`src/sv/mfcrc_pkg.sv`:
```
`default_nettype none

package mfcrc_pkg;

  localparam int unsigned BitsW = 26;
  localparam int unsigned CntW  = 5;
  localparam int unsigned PreW  = 6;

  localparam logic [PreW-1:0] PreambleMax   = 6'd32;
  localparam logic [PreW-1:0] PreambleReset = 6'd32;
  localparam logic [7:0]      SyncReset     = 8'hC4;
  localparam logic [7:0]      CrcPoly       = 8'h8C;

  localparam logic [CntW-1:0] StartBits    = 5'd18;
  localparam logic [CntW-1:0] StartCrcBits = 5'd26;
  localparam logic [CntW-1:0] DataBits     = 5'd8;
  localparam logic [CntW-1:0] DataCrcBits  = 5'd16;

  // register indexes
  localparam logic RegSync     = 1'b0;
  localparam logic RegPreamble = 1'b1;

  // input commands
  localparam logic CmdStart = 1'b0;
  localparam logic CmdData  = 1'b1;

  // one queued burst of line bits, sent zeros first, then bits LSB first
  typedef struct packed {
    logic [PreW-1:0]  zeros;
    logic [BitsW-1:0] bits;
    logic [CntW-1:0]  nbits;
    logic             has_crc;
  } job_t;

  function automatic logic [7:0] crc8_update(logic [7:0] crc, logic [7:0] data);
    logic [7:0] c;
    c = crc ^ data;
    for (int i = 0; i < 8; i++) begin
      c = c[0] ? ((c >> 1) ^ CrcPoly) : (c >> 1);
    end
    return c;
  endfunction

endpackage

`default_nettype wire

```
`src/sv/mfcrc_in_if.sv`:
```
`default_nettype none

interface mfcrc_in_if;
  logic       valid;
  logic       ready;
  logic       cmd;
  logic [7:0] frame_length;
  logic [7:0] payload_byte;

  modport source (output valid, output cmd, output frame_length, output payload_byte,
                  input ready);
  modport sink (input valid, input cmd, input frame_length, input payload_byte,
                output ready);
endinterface

`default_nettype wire

```
`src/sv/mfcrc_out_if.sv`:
```
`default_nettype none

interface mfcrc_out_if;
  logic valid;
  logic ready;
  logic line_first_half;
  logic line_second_half;
  logic frame_done;
  logic last;

  modport source (output valid, output line_first_half, output line_second_half,
                  output frame_done, output last, input ready);
  modport sink (input valid, input line_first_half, input line_second_half,
                input frame_done, input last, output ready);
endinterface

`default_nettype wire

```
`src/sv/mfcrc_serializer.sv`:
```
`default_nettype none

module mfcrc_serializer
  import mfcrc_pkg::*;
(
  input  wire logic  clk_i,
  input  wire logic  rst_ni,
  input  wire logic  job_valid_i,
  input  wire job_t  job_i,
  output logic       job_ready_o,
  mfcrc_out_if.source out_o
);

  logic             act_q, act_d;
  logic [PreW-1:0]  zeros_q, zeros_d;
  logic [BitsW-1:0] bits_q, bits_d;
  logic [CntW-1:0]  nleft_q, nleft_d;
  logic             crc_q, crc_d;

  logic ovld_q, ovld_d;
  logic obit_q, obit_d;
  logic odone_q, odone_d;
  logic olast_q, olast_d;

  logic out_free, emit, final_bit, cur_bit;

  assign out_free  = !ovld_q || out_o.ready;
  assign emit      = act_q && out_free;
  assign final_bit = (zeros_q == '0) && (nleft_q == CntW'(1));
  assign cur_bit   = (zeros_q != '0) ? 1'b0 : bits_q[0];
  assign job_ready_o = !act_q || (emit && final_bit);

  always_comb begin
    act_d   = act_q;
    zeros_d = zeros_q;
    bits_d  = bits_q;
    nleft_d = nleft_q;
    crc_d   = crc_q;
    if (job_valid_i && job_ready_o) begin
      act_d   = 1'b1;
      zeros_d = job_i.zeros;
      bits_d  = job_i.bits;
      nleft_d = job_i.nbits;
      crc_d   = job_i.has_crc;
    end else if (emit) begin
      if (zeros_q != '0) begin
        zeros_d = zeros_q - PreW'(1);
      end else begin
        bits_d  = bits_q >> 1;
        nleft_d = nleft_q - CntW'(1);
        if (final_bit) begin
          act_d = 1'b0;
        end
      end
    end
  end

  always_comb begin
    ovld_d  = ovld_q;
    obit_d  = obit_q;
    odone_d = odone_q;
    olast_d = olast_q;
    if (out_free) begin
      ovld_d = emit;
      if (emit) begin
        obit_d  = cur_bit;
        olast_d = final_bit;
        odone_d = final_bit && crc_q;
      end
    end
  end

  always_ff @(posedge clk_i or negedge rst_ni) begin
    if (!rst_ni) begin
      act_q  <= 1'b0;
      ovld_q <= 1'b0;
    end else begin
      act_q  <= act_d;
      ovld_q <= ovld_d;
    end
  end

  always_ff @(posedge clk_i) begin
    zeros_q <= zeros_d;
    bits_q  <= bits_d;
    nleft_q <= nleft_d;
    crc_q   <= crc_d;
    obit_q  <= obit_d;
    odone_q <= odone_d;
    olast_q <= olast_d;
  end

  assign out_o.valid            = ovld_q;
  assign out_o.line_first_half  = obit_q;
  assign out_o.line_second_half = ~obit_q;
  assign out_o.frame_done       = odone_q;
  assign out_o.last             = olast_q;

  a_active_has_bits: assert property (@(posedge clk_i) disable iff (!rst_ni)
    act_q |-> (nleft_q != '0))
    else $error("active burst with no bits left");

  a_done_is_last: assert property (@(posedge clk_i) disable iff (!rst_ni)
    ovld_q && odone_q |-> olast_q)
    else $error("frame_done on a word that is not last");

  a_last_frees: assert property (@(posedge clk_i) disable iff (!rst_ni)
    emit && final_bit && !job_valid_i |=> !act_q)
    else $error("serializer stays busy after final bit");

endmodule

`default_nettype wire

```
`src/sv/manchester_frame_transmitter_crc8_core.sv`:
```
// Manchester frame transmitter with Dallas CRC-8 framing.
//
// in_i carries one word per command: cmd = 0 opens a frame of frame_length
// payload bytes, cmd = 1 carries payload_byte. out_o carries one word per
// line bit: the two half-bit levels, frame_done on the final CRC bit and
// last on the final bit caused by an input word. The user must write the
// registers (sync byte, preamble zero count) on cfg_we_i only while the
// block is idle; the block itself does not enforce this.
// A start word gives preamble + 18 bits, or preamble + 26 when the length is
// zero; a data word gives 8 bits, 16 on the last byte of a frame. The
// serializer sends one bit per cycle while out_o is ready. The first bit
// of a word passes the holding register, the serializer shift register
// and the output register before it shows on out_o; one word waits in the
// holding register while the previous one shifts out, so bursts follow each
// other with no gap. A data word with no frame open is accepted and dropped.
//
// Reset clears the frame state and empties the pipeline; the registers
// return to sync 0xC4 and 32 preamble zeros. When out_o stalls the current
// bit holds and the holding register fills, then in_i deasserts ready.
`default_nettype none

module manchester_frame_transmitter_crc8_core
  import mfcrc_pkg::*;
(
  input  wire logic       clk_i,
  input  wire logic       rst_ni,
  input  wire logic       cfg_we_i,
  input  wire logic       cfg_idx_i,
  input  wire logic [7:0] cfg_data_i,
  mfcrc_in_if.sink        in_i,
  mfcrc_out_if.source     out_o
);

  logic [7:0]      sync_q, sync_d;
  logic [PreW-1:0] pre_q, pre_d;

  logic [7:0] remaining_q, remaining_d;
  logic [7:0] crc_q, crc_d;
  logic       open_q, open_d;

  logic slot_valid_q, slot_valid_d;
  job_t slot_q, slot_d;

  logic job_ready, slot_take, accept, produce;
  logic [7:0] crc_len, crc_data;
  logic [PreW-1:0] zeros_sat;
  logic last_byte;

  always_comb begin
    sync_d = sync_q;
    pre_d  = pre_q;
    if (cfg_we_i) begin
      unique case (cfg_idx_i)
        RegSync:     sync_d = cfg_data_i;
        RegPreamble: pre_d  = cfg_data_i[PreW-1:0];
        default:     ;
      endcase
    end
  end

  assign slot_take  = slot_valid_q && job_ready;
  assign in_i.ready = !slot_valid_q || slot_take;
  assign accept     = in_i.valid && in_i.ready;
  assign produce    = accept && ((in_i.cmd == CmdStart) || open_q);

  assign crc_len   = crc8_update(8'h00, in_i.frame_length);
  assign crc_data  = crc8_update(crc_q, in_i.payload_byte);
  assign zeros_sat = (pre_q > PreambleMax) ? PreambleMax : pre_q;
  assign last_byte = (remaining_q == 8'd1);

  always_comb begin
    remaining_d = remaining_q;
    crc_d       = crc_q;
    open_d      = open_q;
    slot_d      = slot_q;
    if (produce) begin
      unique case (in_i.cmd)
        CmdStart: begin
          remaining_d    = in_i.frame_length;
          crc_d          = crc_len;
          open_d         = (in_i.frame_length != 8'd0);
          slot_d.zeros   = zeros_sat;
          slot_d.bits    = {crc_len, in_i.frame_length, sync_q, 2'b11};
          slot_d.has_crc = (in_i.frame_length == 8'd0);
          slot_d.nbits   = slot_d.has_crc ? StartCrcBits : StartBits;
        end
        CmdData: begin
          remaining_d    = remaining_q - 8'd1;
          crc_d          = crc_data;
          open_d         = !last_byte;
          slot_d.zeros   = '0;
          slot_d.bits    = {(BitsW-16)'(0), crc_data, in_i.payload_byte};
          slot_d.has_crc = last_byte;
          slot_d.nbits   = last_byte ? DataCrcBits : DataBits;
        end
        default: ;
      endcase
    end
  end

  always_comb begin
    slot_valid_d = slot_valid_q;
    if (produce) begin
      slot_valid_d = 1'b1;
    end else if (slot_take) begin
      slot_valid_d = 1'b0;
    end
  end

  always_ff @(posedge clk_i or negedge rst_ni) begin
    if (!rst_ni) begin
      sync_q       <= SyncReset;
      pre_q        <= PreambleReset;
      remaining_q  <= 8'd0;
      crc_q        <= 8'd0;
      open_q       <= 1'b0;
      slot_valid_q <= 1'b0;
    end else begin
      sync_q       <= sync_d;
      pre_q        <= pre_d;
      remaining_q  <= remaining_d;
      crc_q        <= crc_d;
      open_q       <= open_d;
      slot_valid_q <= slot_valid_d;
    end
  end

  always_ff @(posedge clk_i) begin
    slot_q <= slot_d;
  end

  mfcrc_serializer u_ser (
    .clk_i       (clk_i),
    .rst_ni      (rst_ni),
    .job_valid_i (slot_valid_q),
    .job_i       (slot_q),
    .job_ready_o (job_ready),
    .out_o       (out_o)
  );

  a_open_counts: assert property (@(posedge clk_i) disable iff (!rst_ni)
    open_q |-> (remaining_q != 8'd0))
    else $error("frame open with no bytes remaining");

  a_slot_holds: assert property (@(posedge clk_i) disable iff (!rst_ni)
    slot_valid_q && !slot_take |=> slot_valid_q && $stable(slot_q))
    else $error("holding register lost a pending burst");

  a_start_opens: assert property (@(posedge clk_i) disable iff (!rst_ni)
    accept && (in_i.cmd == CmdStart) |=> open_q == ($past(in_i.frame_length) != 8'd0))
    else $error("start word left frame state wrong");

endmodule

`default_nettype wire
```
`src/flat_wrapper.sv`:
```
// flat-port wrapper written by rule: the top's interface ports become plain ports
module manchester_frame_transmitter_crc8_core_flat import mfcrc_pkg::*;
  (clk_i, rst_ni, cfg_we_i, cfg_idx_i, cfg_data_i, in_i_valid, in_i_cmd, in_i_frame_length, in_i_payload_byte, in_i_ready, out_o_valid, out_o_line_first_half, out_o_line_second_half, out_o_frame_done, out_o_last, out_o_ready);
  mfcrc_in_if in_i_i ();
  mfcrc_out_if out_o_i ();
  input  wire logic clk_i;
  input  wire logic rst_ni;
  input  wire logic cfg_we_i;
  input  wire logic cfg_idx_i;
  input  wire logic [7:0] cfg_data_i;
  input wire logic [$bits(in_i_i.valid)-1:0] in_i_valid;
  input wire logic [$bits(in_i_i.cmd)-1:0] in_i_cmd;
  input wire logic [$bits(in_i_i.frame_length)-1:0] in_i_frame_length;
  input wire logic [$bits(in_i_i.payload_byte)-1:0] in_i_payload_byte;
  output wire logic [$bits(in_i_i.ready)-1:0] in_i_ready;
  output wire logic [$bits(out_o_i.valid)-1:0] out_o_valid;
  output wire logic [$bits(out_o_i.line_first_half)-1:0] out_o_line_first_half;
  output wire logic [$bits(out_o_i.line_second_half)-1:0] out_o_line_second_half;
  output wire logic [$bits(out_o_i.frame_done)-1:0] out_o_frame_done;
  output wire logic [$bits(out_o_i.last)-1:0] out_o_last;
  input wire logic [$bits(out_o_i.ready)-1:0] out_o_ready;
  assign in_i_i.valid = in_i_valid;
  assign in_i_i.cmd = in_i_cmd;
  assign in_i_i.frame_length = in_i_frame_length;
  assign in_i_i.payload_byte = in_i_payload_byte;
  assign in_i_ready = in_i_i.ready;
  assign out_o_valid = out_o_i.valid;
  assign out_o_line_first_half = out_o_i.line_first_half;
  assign out_o_line_second_half = out_o_i.line_second_half;
  assign out_o_frame_done = out_o_i.frame_done;
  assign out_o_last = out_o_i.last;
  assign out_o_i.ready = out_o_ready;
  manchester_frame_transmitter_crc8_core u_core (.clk_i(clk_i), .rst_ni(rst_ni), .cfg_we_i(cfg_we_i), .cfg_idx_i(cfg_idx_i), .cfg_data_i(cfg_data_i), .in_i(in_i_i), .out_o(out_o_i));
endmodule
```
`config.mk`:
```
export PLATFORM = sky130hd
export DESIGN_NAME = manchester_frame_transmitter_crc8_core_flat
export DESIGN_NICKNAME = d
export VERILOG_FILES = /design/src/sv/mfcrc_pkg.sv /design/src/sv/mfcrc_in_if.sv /design/src/sv/mfcrc_out_if.sv /design/src/sv/mfcrc_serializer.sv /design/src/sv/manchester_frame_transmitter_crc8_core.sv /design/src/flat_wrapper.sv
export SDC_FILE = /design/constraint.sdc
export NUM_CORES = 1
export LEC_CHECK = 0
export BUFFER_PORTS_ARGS = -buffer_cell sky130_fd_sc_hd__buf_4
export CAP_MARGIN = 40
export CELL_PAD_IN_SITES_DETAIL_PLACEMENT = 1
export CELL_PAD_IN_SITES_GLOBAL_PLACEMENT = 1
export CORE_MARGIN = 2
export CORE_UTILIZATION = 40
export DETAILED_ROUTE_END_ITERATION = 12
export GPL_TIMING_DRIVEN = 0
export MAX_ROUTING_LAYER = met4
export PLACE_DENSITY = 0.64
export SLEW_MARGIN = 20
export SYNTH_ARGS = -nofsm -noshare
export SYNTH_HDL_FRONTEND = slang
export SYNTH_SLANG_ARGS = --single-unit
```
`constraint.sdc`:
```
create_clock -name clk_i -period 4.5 [get_ports clk_i]
set_input_delay 0 -clock clk_i [delete_from_list [all_inputs] [get_ports clk_i]]
set_output_delay 0 -clock clk_i [all_outputs]
set_load 0.02 [all_outputs]
```
==> flow_summary.toml <==
[run_status]
status = "finished, final reports clean"

[logic_synthesis]
async_reset_ff_share_pct = 30.6
synth_area_per_cell_um2 = 13.4
ys_seq_area_share_pct = 59.6
ys_seq_elements = 111
synth_edf_count = 77
yosys.area.top_type = "edfxtp_1"
syn_inst = 398
synth_ff_type = "edfxtp_1"
synthDistinctLibCells = 59
synthTopCellsByArea = "edfxtp_1 44%, dfrtp_1 14%, mux2_2 5.9%"
yosys_warnings = 0
synthesis.area_mm2 = 0.00531
synth_nets = 434
synth.top_cell.area_share_pct = 43.5

[grt]
grt_pass1_vias = 3610
grt_max_degree = 35
gr-total-overflow = 0
grtUsageTotal_pct = 19.2
grt_pass1_wl_um = 19900
antenna_found_initial = 0

[worst_hold_path]
hold_depth = 3
hold_end = "u_core.slot_valid_q"
hold_start = "in_i_valid"
hp-class = "in2reg"

[critical_path]
slowest_stage = "nor2_4"
r2r_setup_slack_ns = 1.55
endpoint_kind = "flop"
criticalPathCategory = "reg2reg"
cp_data_required_time_ns = 4.56
max_stage_delay_ns = 0.60
worst_setup_path_start_kind = "flop"
timing.rr.end = "u_core.slot_q[30]"
r2r_cells = 8
path_max_fanout = 20
arrival_ns = 3.02
cp_cell_sequence = "inv_1, ha_1, or4b_1, and4b_1, buf_6, o21ai_2, nor2_4, buf_16"
reg2reg_from = "u_core.u_ser.nleft_q[1]"

[floorplanning]
die-area_mm2 = 0.0142
dieHeight_um = 119
rows = 42
die_x_um = 119
core_mm2 = 0.0131
start_util_pct = 40.6
ios = 37

[sta]
setup_viol = 0
rsz0062_at_grt = "false"
fin_tns_setup_ns = 0
timing.fmax_mhz = 338
fin_skew_ns = 0.00689
final_hold_viol_count = 0
max_slew.worst_pin.slew_ns = 0.737
slew_viol_final = 0
post-route-period-util_pct = 65.7
relSlewSlack_pct = 50.7
period_minus_slack_ns = 2.95
setup_ws_ns = 1.55

[drt]
num_vias = 3369
drc = 0
first_iter_violations = 110
wl_per_cell_um = 18.9
wl_um = 12300
dr.pass1.iters = 4
via_per_inst = 5.18
ant_nets = 0

[pwr]
p_clk_share_pct = 31.3
seq_power_share_pct = 50.4
p_int_uw = 1740
power.leakage_uw = 0.00246
p_sw_uw = 626
power_frac_comb_pct = 18.3
ir_drop_v = 0.000203
p_per_area_mw_per_mm2 = 371
swShare_pct = 26.4

[placement]
dp.final_hpwl_um = 8900
pre_cts_ws_ns = 1.58
port_buffers = 34
routabilityCongestion = 0.858

[job]
drv_cap = 0

[cells_and_area]
fin_nets = 506
fillers = 1348
postLayoutCoreUtil_pct = 48.8
area_growth_pct = 20.1
antenna_cells = 0
layout-drive-gt1-share_pct = 24.8

[clocking]
clk_latency_ns = 0.35
clkSinkCount = 111
cts_root_buffer = "clkbuf_16"
post_cts_buffers = 0
clk_pin_slew_ns = 0.07
h-tree-depth = 3
cts_tree = "built"
clockBufferDepth = 2
numCtsBuffers = 9
==> stage by stage <==
stage	hold slack [ns]	instances	instance area (µm²)	total power, µW
after CTS	0.0115	651	6380	2390
after global placement	-0.0146	608	5790	1620
final	0.0201	651	6380	2370
after detailed placement	-0.00297	610	5860	1630
after floorplan	-0.296	398	5310	1490
after global routing	0.0410	651	6380	2470
==> power by group through the flow <==
stage	sequential (µW)	combinational [µW]	clock [µW]
6_report	1190	434	742
5_1_grt	1200	475	796
4_1_cts	1190	439	761
3_5_place_dp	1220	417	0
3_3_place_gp	1210	407	0
2_1_floorplan	1210	287	0
==> repair_timing <==
action | CTS | global route
resized for setup | 0 | 0
hold buffers | 25 | 0
endpoints found under the hold margin | 65 | 0
setup endpoints to repair | 0 | 0
==> routing by layer <==
layer  vias up  track usage [%]  wire [µm]
li1       1595                -          -
met1      1710             24.2       5770
met2        46             30.6       6000
met3        18             3.40        260
met4         0             8.33        249
met5         -                -          0
==> cells in the final DEF (no fill, tap or decap), types with 2 or more instances in the layout <==
| master | netlist | routed |
|---|---|---|
| inv_1 | 13 | 13 |
| nand2b_1 | 7 | 7 |
| a31oi_1 | 2 | 2 |
| a21oi_1 | 25 | 25 |
| nor2b_1 | 3 | 3 |
| and3_1 | 2 | 2 |
| buf_4 | 0 | 34 |
| o21ai_0 | 9 | 8 |
| dfstp_2 | 4 | 4 |
| buf_16 | 0 | 2 |
| clkinv_1 | 1 | 4 |
| buf_6 | 5 | 5 |
| buf_1 | 2 | 2 |
| and2_1 | 9 | 9 |
| or4b_1 | 2 | 2 |
| nor4_1 | 2 | 2 |
| dfrtp_1 | 30 | 30 |
| mux2_4 | 19 | 19 |
| mux2_2 | 28 | 28 |
| nand3_1 | 2 | 2 |
| o22ai_1 | 6 | 6 |
| nor2_1 | 41 | 40 |
| edfxtp_1 | 77 | 77 |
| buf_2 | 2 | 2 |
| nand2_1 | 18 | 18 |
| o21ai_4 | 1 | 2 |
| dlygate4sd3_1 | 0 | 25 |
| xnor2_1 | 25 | 25 |
| a211o_1 | 2 | 2 |
| nor3_1 | 8 | 8 |
| clkbuf_16 | 0 | 9 |
| clkbuf_1 | 5 | 6 |
| xor2_1 | 12 | 12 |
| ha_1 | 5 | 5 |
| o2111ai_1 | 3 | 3 |
==> worst max-delay path: cells and delay by family, from the launching register on <==
kind            cells  cell delay, ns
simple gates        3            1.41
buf+inv             3            0.53
flops               1            0.42
fa+ha+maj           1            0.15
compound gates      1            0.14
==> kinds of logic after synthesis <==
group	Yosys count	share of synthesized area, %
XOR/XNOR	39	6.97
adder cells (fa/ha/maj)	5	1.18
buffers and inverters	29	3.11
AND/OR/NAND/NOR	101	9.25
AO/OA/AOI/OAI	65	8.38
multiplexers	48	11.5
flip-flops	111	59.6
==> registers in the layout, indices dropped and copies added (netlist names) <==
register / count
u_core.u_ser.zeros_q: 6
u_core.slot_valid_q: 1
u_core.pre_q: 6
u_core.remaining_q: 8
u_core.u_ser.bits_q: 26
u_core.u_ser.out_o.frame_done: 1
u_core.u_ser.out_o.valid: 1
u_core.slot_q: 36
u_core.sync_q: 8
u_core.crc_q: 8
u_core.u_ser.out_o.last: 1
u_core.u_ser.crc_q: 1
u_core.open_q: 1
u_core.u_ser.act_q: 1
u_core.u_ser.nleft_q: 5
u_core.u_ser.out_o.line_first_half: 1
==> Yosys cell counts (all sizes together) (2+ instances only) <==
cell     number
edfxtp       77
mux2         47
nor2         41
dfrtp        30
a21oi        26
xnor2        25
nand2        18
inv          13
xor2         12
o21ai        11
buf          10
and2          9
nor3          8
nand2b        7
o22ai         6
clkbuf        5
ha            5
dfstp         4
nor2b         3
o2111ai       3
a211o         2
a211oi        2
a31oi         2
and3          2
nand3         2
nor4          2
or4b          2
==> worst max-delay path by stage <==
stage | from | end | slack (ns) | depth (start not counted)
6_report | u_core.u_ser.nleft_q[1] | u_core.slot_q[30] | 1.55 | 8
2_1_floorplan | u_core.u_ser.zeros_q[0] | u_core.u_ser.bits_q[0] | 0.72 | 5
5_1_grt | u_core.u_ser.zeros_q[0] | u_core.slot_q[23] | 1.39 | 8
3_5_place_dp | u_core.u_ser.nleft_q[1] | u_core.slot_q[27] | 1.58 | 8
3_3_place_gp | u_core.u_ser.zeros_q[0] | u_core.u_ser.bits_q[21] | -0.66 | 5
4_1_cts | u_core.u_ser.zeros_q[0] | u_core.slot_q[24] | 1.56 | 8
==> final cells by class <==
cell class / count / area, µm² / share of cell area, %
inverters: 14 / 52.6 / 0.824
well taps: 176 / 220 / 3.45
multi-input cells: 258 / 2000 / 31.3
clock inverters: 5 / 23.8 / 0.373
plain buffers: 15 / 113 / 1.77
clock buffers: 11 / 243 / 3.80
repair buffers: 61 / 561 / 8.79
flip-flops and latches: 111 / 3170 / 49.7
No activity file was read; power rests on OpenSTA's default activity.
